File: config.mk
export PLATFORM = sky130hd
export DESIGN_NAME = mandelbrot_escape_time_pixel
export DESIGN_NICKNAME = d
export VERILOG_FILES = /design/src/rtl/met_pkg.sv /design/src/rtl/met_div.sv /design/src/rtl/met_front.sv /design/src/rtl/met_fifo.sv /design/src/rtl/met_back.sv /design/src/rtl/mandelbrot_escape_time_pixel.sv
export SDC_FILE = /design/constraint.sdc
export NUM_CORES = 2
export LEC_CHECK = 0
export CORE_MARGIN = 2
export CORE_UTILIZATION = 45
export DETAILED_ROUTE_END_ITERATION = 16
export DONT_BUFFER_PORTS = 1
export HOLD_SLACK_MARGIN = 0.15
export PLACE_DENSITY = 0.62
export REMOVE_ABC_BUFFERS = 1
export SLEW_MARGIN = 10
export SYNTH_ARGS = -nofsm -noshare
export SYNTH_HDL_FRONTEND = slang
export SYNTH_HIERARCHICAL = 1
export SYNTH_SLANG_ARGS = --single-unit
File: constraint.sdc
create_clock -name clock -period 31.6 [get_ports clock]
set_input_delay 3.16 -clock clock [delete_from_list [all_inputs] [get_ports clock]]
set_output_delay 3.16 -clock clock [all_outputs]
set_load 0.1 [all_outputs]
File: src/rtl/met_pkg.sv
package met_pkg;

   // number format and field widths
   localparam int FRAC_BITS = 28;
   localparam int MAX_DIM   = 4096;
   localparam int WORD_W    = FRAC_BITS + 4;
   localparam int PROD_W    = 2 * WORD_W;
   localparam int SUM_W     = PROD_W - FRAC_BITS + 4;
   localparam int PIX_W     = $clog2(MAX_DIM);
   localparam int WIDTH_W   = 13;
   localparam int LIMIT_W   = 16;
   localparam int COUNT_W   = 16;
   localparam int SHADE_W   = 8;
   localparam int ADDR_W    = 26;
   localparam int CSR_W     = 16;

   // coordinate divider: numerator below 2^17, shifted up by up to FRAC_BITS-1
   localparam int NUM_W     = 17;
   localparam int DIV_LEN   = NUM_W + FRAC_BITS - 1;
   localparam int DIV_CNT_W = $clog2(DIV_LEN + 1);

   localparam int FIFO_DEPTH = 2;
   localparam int FIFO_PTR_W = $clog2(FIFO_DEPTH);
   localparam int FIFO_CNT_W = $clog2(FIFO_DEPTH + 1);

   localparam logic [WORD_W-1:0] WORD_MAX = {1'b0, {(WORD_W-1){1'b1}}};
   localparam logic [WORD_W-1:0] WORD_MIN = {1'b1, {(WORD_W-1){1'b0}}};
   localparam logic signed [WORD_W-1:0] RE_OFFSET = WORD_W'(2) << FRAC_BITS;
   localparam logic signed [WORD_W-1:0] IM_OFFSET = WORD_W'(5) << (FRAC_BITS - 2);
   // escape radius squared, 4.0 at the scale of a full product
   localparam logic [PROD_W:0] ESC_LIMIT = (PROD_W+1)'(1) << (2 * FRAC_BITS + 2);

   typedef enum logic [0:0] {
      CSR_IMAGE_WIDTH     = 1'b0,
      CSR_ITERATION_LIMIT = 1'b1
   } csr_index_type;

   typedef enum logic [1:0] {
      F_IDLE,
      F_DIV,
      F_PUSH
   } front_state_type;

   typedef enum logic [2:0] {
      B_IDLE,
      B_MAG,
      B_MUL_RR,
      B_MUL_II,
      B_MUL_RI,
      B_UPDATE,
      B_FINISH
   } back_state_type;

   typedef struct packed {
      logic [WIDTH_W-1:0] image_width;
      logic [LIMIT_W-1:0] iteration_limit;
   } cfg_type;

   typedef struct packed {
      logic signed [WORD_W-1:0] c_re;
      logic signed [WORD_W-1:0] c_im;
      logic [ADDR_W-1:0]        byte_address;
   } point_type;

   typedef struct packed {
      logic [ADDR_W-1:0]  byte_address;
      logic [SHADE_W-1:0] shade;
      logic               in_set;
      logic [COUNT_W-1:0] iteration_count;
   } result_type;

endpackage

File: src/rtl/met_div.sv
module met_div (
   input  logic                            clock,
   input  logic                            load,
   input  logic                            step,
   input  logic [met_pkg::DIV_LEN-1:0]     dividend,
   input  logic [met_pkg::WIDTH_W-1:0]     divisor,
   output logic [met_pkg::WORD_W-1:0]      quotient
);

   logic [met_pkg::DIV_LEN-1:0] dvd_ff, dvd_in;
   logic [met_pkg::WIDTH_W-1:0] rem_ff, rem_in;
   logic [met_pkg::WORD_W-1:0]  q_ff, q_in;

   logic [met_pkg::WIDTH_W:0]   rem_wide;
   logic [met_pkg::WIDTH_W:0]   rem_sub;
   logic                        ge;
   logic [met_pkg::WORD_W-1:0]  q_wide;

   // restoring division, one quotient bit a step, quotient clamped at the word maximum
   always_comb begin
      rem_wide = {rem_ff, dvd_ff[met_pkg::DIV_LEN-1]};
      rem_sub  = rem_wide - {1'b0, divisor};
      ge       = rem_wide >= {1'b0, divisor};
      q_wide   = {q_ff[met_pkg::WORD_W-2:0], ge};
      dvd_in   = dvd_ff;
      rem_in   = rem_ff;
      q_in     = q_ff;
      if (load) begin
         dvd_in = dividend;
         rem_in = '0;
         q_in   = '0;
      end else if (step) begin
         dvd_in = dvd_ff << 1;
         rem_in = ge ? rem_sub[met_pkg::WIDTH_W-1:0] : rem_wide[met_pkg::WIDTH_W-1:0];
         q_in   = q_wide[met_pkg::WORD_W-1] ? met_pkg::WORD_MAX : q_wide;
      end
   end

   always_ff @(posedge clock) begin
      dvd_ff <= dvd_in;
      rem_ff <= rem_in;
      q_ff   <= q_in;
   end

   assign quotient = q_ff;

endmodule

File: src/rtl/met_front.sv
module met_front (
   input  logic                          clock,
   input  logic                          reset,
   input  met_pkg::cfg_type              cfg,
   input  logic                          in_valid,
   output logic                          in_ready,
   input  logic [met_pkg::PIX_W-1:0]     pixel_x,
   input  logic [met_pkg::PIX_W-1:0]     pixel_y,
   output logic                          push,
   output met_pkg::point_type            point,
   input  logic                          full
);

   met_pkg::front_state_type state_ff, state_in;
   logic [met_pkg::DIV_CNT_W-1:0]          step_ff, step_in;
   logic [met_pkg::PIX_W-1:0]              px_ff, px_in, py_ff, py_in;
   logic [met_pkg::WIDTH_W+met_pkg::PIX_W-1:0] prod_ff, prod_in;

   logic                          load, step;
   logic [met_pkg::NUM_W-1:0]     num_re, num_im;
   logic [met_pkg::DIV_LEN-1:0]   dividend_re, dividend_im;
   logic [met_pkg::WIDTH_W-1:0]   divisor;
   logic [met_pkg::WORD_W-1:0]    quot_re, quot_im;
   logic [met_pkg::ADDR_W-1:0]    addr_base;

   // 3.25 = 13/4 and 2.5 = 5/2, folded into the numerator and the shift
   always_comb begin
      num_re      = met_pkg::NUM_W'(13 * pixel_x);
      num_im      = met_pkg::NUM_W'(5 * pixel_y);
      dividend_re = met_pkg::DIV_LEN'({num_re, (met_pkg::FRAC_BITS-2)'(0)});
      dividend_im = {num_im, (met_pkg::FRAC_BITS-1)'(0)};
      divisor     = (cfg.image_width == '0) ? met_pkg::WIDTH_W'(1) : cfg.image_width;
   end

   met_div u_div_re (
      .clock    (clock),
      .load     (load),
      .step     (step),
      .dividend (dividend_re),
      .divisor  (divisor),
      .quotient (quot_re)
   );

   met_div u_div_im (
      .clock    (clock),
      .load     (load),
      .step     (step),
      .dividend (dividend_im),
      .divisor  (divisor),
      .quotient (quot_im)
   );

   always_comb begin
      state_in = state_ff;
      step_in  = step_ff;
      px_in    = px_ff;
      py_in    = py_ff;
      prod_in  = prod_ff;
      in_ready = 1'b0;
      load     = 1'b0;
      step     = 1'b0;
      push     = 1'b0;
      unique case (state_ff)
         met_pkg::F_IDLE: begin
            in_ready = 1'b1;
            if (in_valid) begin
               load     = 1'b1;
               px_in    = pixel_x;
               py_in    = pixel_y;
               step_in  = '0;
               state_in = met_pkg::F_DIV;
            end
         end
         met_pkg::F_DIV: begin
            step    = 1'b1;
            step_in = step_ff + 1'b1;
            prod_in = cfg.image_width * py_ff;
            if (step_ff == met_pkg::DIV_CNT_W'(met_pkg::DIV_LEN - 1)) begin
               state_in = met_pkg::F_PUSH;
            end
         end
         met_pkg::F_PUSH: begin
            if (!full) begin
               push     = 1'b1;
               state_in = met_pkg::F_IDLE;
            end
         end
         default: state_in = met_pkg::F_IDLE;
      endcase
   end

   always_ff @(posedge clock) begin
      if (reset) begin
         state_ff <= met_pkg::F_IDLE;
      end else begin
         state_ff <= state_in;
      end
      step_ff <= step_in;
      px_ff   <= px_in;
      py_ff   <= py_in;
      prod_ff <= prod_in;
   end

   // 3*(width*y + x), wrapping at the address width
   always_comb begin
      addr_base          = met_pkg::ADDR_W'(prod_ff) + met_pkg::ADDR_W'(px_ff);
      point.byte_address = (addr_base << 1) + addr_base;
      point.c_re         = $signed(quot_re) - met_pkg::RE_OFFSET;
      point.c_im         = $signed(quot_im) - met_pkg::IM_OFFSET;
   end

endmodule

File: src/rtl/met_fifo.sv
module met_fifo (
   input  logic               clock,
   input  logic               reset,
   input  logic               push,
   input  met_pkg::point_type wdata,
   output logic               full,
   input  logic               pop,
   output met_pkg::point_type rdata,
   output logic               empty
);

   met_pkg::point_type               mem_ff [met_pkg::FIFO_DEPTH];
   logic [met_pkg::FIFO_PTR_W-1:0]   wr_ptr_ff, wr_ptr_in, rd_ptr_ff, rd_ptr_in;
   logic [met_pkg::FIFO_CNT_W-1:0]   count_ff, count_in;

   always_comb begin
      wr_ptr_in = wr_ptr_ff;
      rd_ptr_in = rd_ptr_ff;
      count_in  = count_ff;
      if (push) begin
         wr_ptr_in = (wr_ptr_ff == met_pkg::FIFO_PTR_W'(met_pkg::FIFO_DEPTH - 1)) ?
                     '0 : wr_ptr_ff + 1'b1;
      end
      if (pop) begin
         rd_ptr_in = (rd_ptr_ff == met_pkg::FIFO_PTR_W'(met_pkg::FIFO_DEPTH - 1)) ?
                     '0 : rd_ptr_ff + 1'b1;
      end
      if (push && !pop) begin
         count_in = count_ff + 1'b1;
      end else if (pop && !push) begin
         count_in = count_ff - 1'b1;
      end
   end

   always_ff @(posedge clock) begin
      if (reset) begin
         wr_ptr_ff <= '0;
         rd_ptr_ff <= '0;
         count_ff  <= '0;
      end else begin
         wr_ptr_ff <= wr_ptr_in;
         rd_ptr_ff <= rd_ptr_in;
         count_ff  <= count_in;
      end
      if (push) begin
         mem_ff[wr_ptr_ff] <= wdata;
      end
   end

   assign full  = (count_ff == met_pkg::FIFO_CNT_W'(met_pkg::FIFO_DEPTH));
   assign empty = (count_ff == '0);
   assign rdata = mem_ff[rd_ptr_ff];

   a_no_overflow: assert property (@(posedge clock) disable iff (reset)
      push |-> !full)
      else $error("queue written while full");

   a_no_underflow: assert property (@(posedge clock) disable iff (reset)
      pop |-> !empty)
      else $error("queue read while empty");

endmodule

File: src/rtl/met_back.sv
module met_back (
   input  logic               clock,
   input  logic               reset,
   input  met_pkg::cfg_type   cfg,
   input  logic               empty,
   output logic               pop,
   input  met_pkg::point_type point,
   output logic               out_valid,
   input  logic               out_ready,
   output met_pkg::result_type result
);

   met_pkg::back_state_type state_ff, state_in;

   logic signed [met_pkg::WORD_W-1:0] c_re_ff, c_re_in, c_im_ff, c_im_in;
   logic [met_pkg::ADDR_W-1:0]        addr_ff, addr_in;
   logic signed [met_pkg::WORD_W-1:0] zr_ff, zr_in, zi_ff, zi_in;
   logic [met_pkg::WORD_W-1:0]        mr_ff, mr_in, mi_ff, mi_in;
   logic                              neg_ff, neg_in;
   logic [met_pkg::PROD_W-1:0]        rr_ff, rr_in, ii_ff, ii_in, ri_ff, ri_in;
   logic                              esc_ff, esc_in;
   logic [met_pkg::COUNT_W-1:0]       count_ff, count_in;
   met_pkg::result_type               res_ff, res_in;
   logic                              out_valid_ff, out_valid_in;

   logic [met_pkg::WORD_W-1:0]        mul_a, mul_b;
   logic [met_pkg::PROD_W-1:0]        product;
   logic [met_pkg::PROD_W-met_pkg::FRAC_BITS:0] cross_mag;
   logic                              cross_low;
   logic signed [met_pkg::SUM_W-1:0]  cross_term, zi_sum, zr_sum;
   logic                              in_set, res_load;

   function automatic logic signed [met_pkg::WORD_W-1:0] sat_word(
      input logic signed [met_pkg::SUM_W-1:0] v
   );
      logic [met_pkg::SUM_W-met_pkg::WORD_W:0] top;
      top = v[met_pkg::SUM_W-1:met_pkg::WORD_W-1];
      if (top == '0 || top == '1) begin
         return v[met_pkg::WORD_W-1:0];
      end else if (v[met_pkg::SUM_W-1]) begin
         return met_pkg::WORD_MIN;
      end else begin
         return met_pkg::WORD_MAX;
      end
   endfunction

   // one shared multiplier, three products per iteration
   always_comb begin
      unique case (state_ff)
         met_pkg::B_MUL_RR: begin
            mul_a = mr_ff;
            mul_b = mr_ff;
         end
         met_pkg::B_MUL_II: begin
            mul_a = mi_ff;
            mul_b = mi_ff;
         end
         default: begin
            mul_a = mr_ff;
            mul_b = mi_ff;
         end
      endcase
      product = mul_a * mul_b;
   end

   // new z: squares and the doubled cross term floored to the word scale
   always_comb begin
      cross_mag  = ri_ff[met_pkg::PROD_W-1:met_pkg::FRAC_BITS-1];
      cross_low  = |ri_ff[met_pkg::FRAC_BITS-2:0];
      cross_term = neg_ff ? -(met_pkg::SUM_W'(cross_mag) + met_pkg::SUM_W'(cross_low))
                          : met_pkg::SUM_W'(cross_mag);
      zi_sum     = cross_term + met_pkg::SUM_W'(c_im_ff);
      zr_sum     = met_pkg::SUM_W'(rr_ff[met_pkg::PROD_W-1:met_pkg::FRAC_BITS])
                 - met_pkg::SUM_W'(ii_ff[met_pkg::PROD_W-1:met_pkg::FRAC_BITS])
                 + met_pkg::SUM_W'(c_re_ff);
      in_set     = (count_ff == cfg.iteration_limit);
   end

   always_comb begin
      state_in     = state_ff;
      c_re_in      = c_re_ff;
      c_im_in      = c_im_ff;
      addr_in      = addr_ff;
      zr_in        = zr_ff;
      zi_in        = zi_ff;
      mr_in        = mr_ff;
      mi_in        = mi_ff;
      neg_in       = neg_ff;
      rr_in        = rr_ff;
      ii_in        = ii_ff;
      ri_in        = ri_ff;
      esc_in       = esc_ff;
      count_in     = count_ff;
      res_in       = res_ff;
      out_valid_in = out_valid_ff && !out_ready;
      pop          = 1'b0;
      res_load     = 1'b0;
      unique case (state_ff)
         met_pkg::B_IDLE: begin
            if (!empty) begin
               pop      = 1'b1;
               c_re_in  = point.c_re;
               c_im_in  = point.c_im;
               addr_in  = point.byte_address;
               zr_in    = '0;
               zi_in    = '0;
               count_in = '0;
               state_in = (cfg.iteration_limit == '0) ? met_pkg::B_FINISH : met_pkg::B_MAG;
            end
         end
         met_pkg::B_MAG: begin
            mr_in    = zr_ff[met_pkg::WORD_W-1] ? met_pkg::WORD_W'(-zr_ff) : zr_ff;
            mi_in    = zi_ff[met_pkg::WORD_W-1] ? met_pkg::WORD_W'(-zi_ff) : zi_ff;
            neg_in   = zr_ff[met_pkg::WORD_W-1] ^ zi_ff[met_pkg::WORD_W-1];
            state_in = met_pkg::B_MUL_RR;
         end
         met_pkg::B_MUL_RR: begin
            rr_in    = product;
            state_in = met_pkg::B_MUL_II;
         end
         met_pkg::B_MUL_II: begin
            ii_in    = product;
            state_in = met_pkg::B_MUL_RI;
         end
         met_pkg::B_MUL_RI: begin
            ri_in    = product;
            esc_in   = ({1'b0, rr_ff} + {1'b0, ii_ff}) > met_pkg::ESC_LIMIT;
            state_in = met_pkg::B_UPDATE;
         end
         met_pkg::B_UPDATE: begin
            if (esc_ff) begin
               state_in = met_pkg::B_FINISH;
            end else begin
               zr_in    = sat_word(zr_sum);
               zi_in    = sat_word(zi_sum);
               count_in = count_ff + 1'b1;
               state_in = (count_ff + 1'b1 == cfg.iteration_limit) ?
                          met_pkg::B_FINISH : met_pkg::B_MAG;
            end
         end
         met_pkg::B_FINISH: begin
            if (!out_valid_ff || out_ready) begin
               res_load               = 1'b1;
               res_in.iteration_count = count_ff;
               res_in.in_set          = in_set;
               res_in.shade           = in_set ? '0 : count_ff[met_pkg::SHADE_W-1:0];
               res_in.byte_address    = addr_ff;
               out_valid_in           = 1'b1;
               state_in               = met_pkg::B_IDLE;
            end
         end
         default: state_in = met_pkg::B_IDLE;
      endcase
   end

   always_ff @(posedge clock) begin
      if (reset) begin
         state_ff     <= met_pkg::B_IDLE;
         out_valid_ff <= 1'b0;
      end else begin
         state_ff     <= state_in;
         out_valid_ff <= out_valid_in;
      end
      c_re_ff  <= c_re_in;
      c_im_ff  <= c_im_in;
      addr_ff  <= addr_in;
      zr_ff    <= zr_in;
      zi_ff    <= zi_in;
      mr_ff    <= mr_in;
      mi_ff    <= mi_in;
      neg_ff   <= neg_in;
      rr_ff    <= rr_in;
      ii_ff    <= ii_in;
      ri_ff    <= ri_in;
      esc_ff   <= esc_in;
      count_ff <= count_in;
      res_ff   <= res_in;
   end

   assign out_valid = out_valid_ff;
   assign result    = res_ff;

   a_load_slot_free: assert property (@(posedge clock) disable iff (reset)
      res_load |-> (!out_valid_ff || out_ready))
      else $error("result register overwritten while still held");

   a_shade_in_set: assert property (@(posedge clock) disable iff (reset)
      (out_valid_ff && res_ff.in_set) |-> (res_ff.shade == '0))
      else $error("shade not cleared for a point in the set");

   a_product_order: assert property (@(posedge clock) disable iff (reset)
      (state_ff == met_pkg::B_MUL_RI) |-> ($past(state_ff) == met_pkg::B_MUL_II))
      else $error("cross product taken without both squares");

endmodule

File: src/rtl/mandelbrot_escape_time_pixel.sv
// escape-time pixel engine for the mandelbrot set. each req word is one pixel
// (column, row); it maps to c = x/width*3.25 - 2 + i*(y/width*2.5 - 1.25) in signed
// q4.28 and z = z^2 + c is iterated from zero until |z|^2 exceeds 4 or the count
// reaches iteration_limit. one rsp word per pixel carries the count, the in-set flag,
// the grey shade (count mod 256, 0 inside the set) and the byte offset 3*width*y + 3*x.
// a front end works out c with two bit-serial dividers and hands it through a two-word
// queue to the iteration engine, which runs each iteration on its single shared 32x32
// multiplier (magnitudes, three products, update). a pixel that reaches the limit
// finishes after its last update; one that escapes also spends a full iteration on the
// pass that detects it. the engine takes one pixel at a time, and that loop sets the
// throughput; the reset limit is 5000. a finished result waits in an output register
// while the engine starts the next pixel. csr writes are meant for idle periods only.
module mandelbrot_escape_time_pixel (
   input  logic                          clock,
   input  logic                          reset,
   // pixel input
   input  logic                          req_tvalid,
   output logic                          req_tready,
   input  logic [23:0]                   req_tdata,   // pixel_x[11:0], pixel_y[23:12]
   // result output
   output logic                          rsp_tvalid,
   input  logic                          rsp_tready,
   output logic [55:0]                   rsp_tdata,   // iteration_count[15:0], in_set[16],
                                                      // shade[24:17], byte_address[50:25],
                                                      // zero fill[55:51]
   // register writes
   input  logic                          csr_valid,
   output logic                          csr_ready,
   input  logic [0:0]                    csr_index,
   input  logic [met_pkg::CSR_W-1:0]     csr_data
);

   // configuration registers
   logic [met_pkg::WIDTH_W-1:0] width_ff, width_in;
   logic [met_pkg::LIMIT_W-1:0] limit_ff, limit_in;
   met_pkg::cfg_type            cfg;

   met_pkg::point_type          fe_point, be_point;
   logic                        fe_push, q_full, be_pop, q_empty;
   met_pkg::result_type         result;

   // writes are always accepted and take effect in the next cycle
   assign csr_ready = 1'b1;

   always_comb begin
      width_in = width_ff;
      limit_in = limit_ff;
      if (csr_valid) begin
         unique case (met_pkg::csr_index_type'(csr_index))
            met_pkg::CSR_IMAGE_WIDTH:     width_in = csr_data[met_pkg::WIDTH_W-1:0];
            met_pkg::CSR_ITERATION_LIMIT: limit_in = csr_data[met_pkg::LIMIT_W-1:0];
            default: ;
         endcase
      end
   end

   always_ff @(posedge clock) begin
      if (reset) begin
         width_ff <= met_pkg::WIDTH_W'(640);
         limit_ff <= met_pkg::LIMIT_W'(5000);
      end else begin
         width_ff <= width_in;
         limit_ff <= limit_in;
      end
   end

   assign cfg.image_width     = width_ff;
   assign cfg.iteration_limit = limit_ff;

   // front end: coordinate scaling and address
   met_front u_front (
      .clock    (clock),
      .reset    (reset),
      .cfg      (cfg),
      .in_valid (req_tvalid),
      .in_ready (req_tready),
      .pixel_x  (req_tdata[11:0]),
      .pixel_y  (req_tdata[23:12]),
      .push     (fe_push),
      .point    (fe_point),
      .full     (q_full)
   );

   // decoupling queue between scaling and iteration
   met_fifo u_fifo (
      .clock (clock),
      .reset (reset),
      .push  (fe_push),
      .wdata (fe_point),
      .full  (q_full),
      .pop   (be_pop),
      .rdata (be_point),
      .empty (q_empty)
   );

   // back end: escape-time iteration and result register
   met_back u_back (
      .clock     (clock),
      .reset     (reset),
      .cfg       (cfg),
      .empty     (q_empty),
      .pop       (be_pop),
      .point     (be_point),
      .out_valid (rsp_tvalid),
      .out_ready (rsp_tready),
      .result    (result)
   );

   assign rsp_tdata = {5'b0, result.byte_address, result.shade, result.in_set,
                       result.iteration_count};

endmodule

==> qor.csv <==
stage,metric,value,unit
synthesis,ys.flop_type,edfxtp_1,
synthesis,synth_seq_area_share,29.6,%
setup_path,end_kind,flop,
floorplan,start_util,45.2,%
clock_network,cts_tree,done,
floorplan,die_w,451,microns
detailed_routing,drc,0,
floorplan,ios,105,
global_routing,gr-usage-all-layers,26.3,%
placement,port_buffers,0,
setup_path,r2r_cells,31,
synthesis,yosys_warnings,6,
clock_network,ctsHoldBuffers,0,
floorplan,core_area,199000,sq um
timing,tightest_slew,1390,ps
setup_path,crit_path_start,u_back/state_ff[0],
synthesis,ys_types,119,
timing,slew_viol_final,0,
clock_network,cts_setup_buffers,0,
synthesis,syn_avg_cell_area,9.93,sq um
detailed_routing,drt_iter0_drc,5529,
setup_path,r2r_start,u_back/state_ff[0],
setup_path,rr_endpoint,u_back/rr_ff[50],
layout,final-seq-area,26600,sq um
placement,detailed_place_hpwl,204000,microns
timing,finalSetupTns,0,ps
setup_path,max_stage_delay,870,ps
synthesis,ys_async_sr_fraction,0,%
layout,nets,10686,
layout,syn_to_final_growth,7.18,%
floorplan,die_h,451,microns
min_path,hp-class,flop to flop,
detailed_routing,viasPerCell,5.67,
global_routing,grt_pass1_vias,67638,
setup_path,cp_data_arrival_time,13040,ps
clock_network,cts_made_buffers,98,
floorplan,die-area,204000,sq um
timing,fin_skew,53.3,ps
layout,multiInputGateArea,57200,sq um
timing,fin_crit_sh,40.0,%
min_path,hold_end,u_back/result[30],
synthesis,synthCells,9072,
setup_path,cp_data_required_time,31990,ps
floorplan,std_cell_rows,164,
synthesis,synthesis.area,90000,sq um
detailed_routing,wl_per_cell,22.9,microns
timing,layout_min_cycle_time,12640,ps
job,cap_violations,0,
layout,drive_above_1_share,7.32,%
global_routing,antenna_found_initial,6,
global_routing,grt_pass1_wl,409000,microns
global_routing,gr-total-overflow,0,
timing,hold_viol_final,0,
setup_path,criticalPathCategory,flop to flop,
clock_network,insertion_delay,740,ps
setup_path,ff2ff_setup_slack,18960,ps
global_routing,grt_max_degree,125,
clock_network,clock_sinks,930,
setup_path,cpMaxStageDelayCell,buf_4,
timing,rsz0062_at_grt,false,
min_path,holdPathStages,0,
min_path,worstHoldStart,u_back/addr_ff[5],
clock_network,clkTransAtPathRegs,60,ps
layout,fillCellCount,18375,
synthesis,synth_edf_count,802,
synthesis,synth_seq_cells,930,
setup_path,crit_top_cell,fa_1,
clock_network,ctsResizeCount,0,
timing,setup_violations,0,
clock_network,htree_levels,3,
outcome,run_status,finished clean,
detailed_routing,dr_total_vias,66295,
timing,max_freq,79.1,MHz
placement,place.gp.congestion,1.01,
clock_network,clock_path_buffers,3,
clock_network,clockRootBuffer,clkbuf_16,
detailed_routing,wirelength,268000,microns
detailed_routing,firstDrtPassIters,7,
setup_path,cp_max_fo,71,
timing,slew_headroom,4.92,%
detailed_routing,postRouteAntennaNets,0,
setup_path,start_kind,flop,
## area by class of cell
cell class | count | area share, %
Antenna cell | 2 | 0.00519
Clock buffer | 128 | 2.77
Clock inverter | 57 | 0.686
Inverter | 1343 | 5.23
Multi-Input combinational cell | 6466 | 59.3
Sequential cell | 930 | 27.6
Tap cell | 2656 | 3.44
Timing Repair Buffer | 118 | 0.944
## worst max-delay path by stage
stage / slack [ps] / end / cells past startpoint
3_5_place_dp: 19010 / u_back/ii_ff[62] / 34
5_1_grt: 18330 / u_back/ri_ff[62] / 34
6_report: 18960 / u_back/rr_ff[50] / 31
4_1_cts: 18980 / u_back/rr_ff[62] / 34
3_3_place_gp: 19190 / u_back/ii_ff[62] / 34
2_1_floorplan: 15230 / u_back/ii_ff[62] / 28
## sequential cells by signal (all words and copies together), names as in the netlist, 25 cells and up, named ones only
name                       cells
u_back/ri_ff                  64
u_front/prod_ff               25
u_front/u_div_im/quotient     31
u_back/addr_ff                26
u_back/zi_ff                  32
u_fifo/mem_ff                180
u_back/mi_ff                  32
u_back/c_re_ff                32
u_front/u_div_re/dvd_ff       44
u_front/u_div_im/dvd_ff       44
u_back/result                 51
u_back/zr_ff                  32
u_back/ii_ff                  64
u_back/rr_ff                  64
u_front/u_div_re/quotient     31
u_back/c_im_ff                32
u_back/mr_ff                  32
## logic make-up after synthesis
logic type	count (synthesis)	share of synthesized area (%)
buffers and inverters	1736	7.44
adders and majority gates	1684	31.9
other	5	0.0208
xor gates and xnor gates	405	3.94
and+or+nand+nor	2610	12.9
muxes	310	3.74
AOI/OAI and AO/OA	1392	10.4
DFF	930	29.6
## critical path, delay by kind of cell, from the launching register on
family | cells | cell delay, ps
multiplexers | 1 | 280
flip-flops | 1 | 670
adder cells (fa/ha/maj) | 9 | 4610
AO/OA/AOI/OAI | 4 | 2070
AND/OR/NAND/NOR | 6 | 1910
buffers and inverters | 11 | 2630
## cells in the final DEF (no fill, tap or decap), types with 100 or more instances in the layout
cell,instances
inv_1,1339
fa_1,1024
nor2_1,987
nand2_1,884
edfxtp_1,802
ha_1,659
a21oi_1,383
xnor2_1,290
o21ai_0,229
mux2_2,204
a21o_1,155
dfxtp_1,127
buf_4,116
xor2_1,115
nand3_1,109
clkbuf_16,100
## cells in the mapped netlist (all sizes together) (94+ instances only)
cell type / n / area share, %
inv: 1341 / 5.6
fa: 1024 / 23
nor2: 989 / 4.1
nand2: 890 / 3.7
edfxtp: 802 / 27
ha: 659 / 9.2
a21oi: 390 / 2.2
clkbuf: 315 / 1.3
xnor2: 290 / 2.8
o21ai: 244 / 1.4
mux2: 212 / 2.7
a21o: 160 / 1.4
dfxtp: 128 / 2.8
xor2: 115 / 1.1
nand3: 109 / 0.61
mux2i: 98 / 1.1
and2: 94 / 0.65
## metal layers
| metal | routed length, microns | part of all wire (%) | track usage, % |
|---|---|---|---|
| met2 | 123000 | 46 | 42.2 |
| met1 | 109000 | 41 | 34.1 |
| met5 | 29 | 0.011 | 0 |
| met3 | 19900 | 7.4 | 4.83 |
| met4 | 15800 | 5.9 | 13.3 |
## per-stage QoR
| stage | hold slack, ps | cell area (sq um) | cells | worst slack, ps | utilization [%] |
|---|---|---|---|---|---|
| floorplan | 400 | 88600 | 8739 | 15230 | - |
| global placement | 402 | 93200 | 11513 | 19190 | 46.8 |
| detailed placement | 405 | 93200 | 11513 | 19010 | 46.8 |
| CTS | 421 | 96500 | 11698 | 18980 | 48.4 |
| global route | 430 | 96500 | 11698 | 18330 | 48.4 |
| finish | 419 | 96500 | 11700 | 18960 | 48.4 |
Power is not shown: default switching activity piles up to over one toggle a cycle in this logic, so the estimate is an artifact.
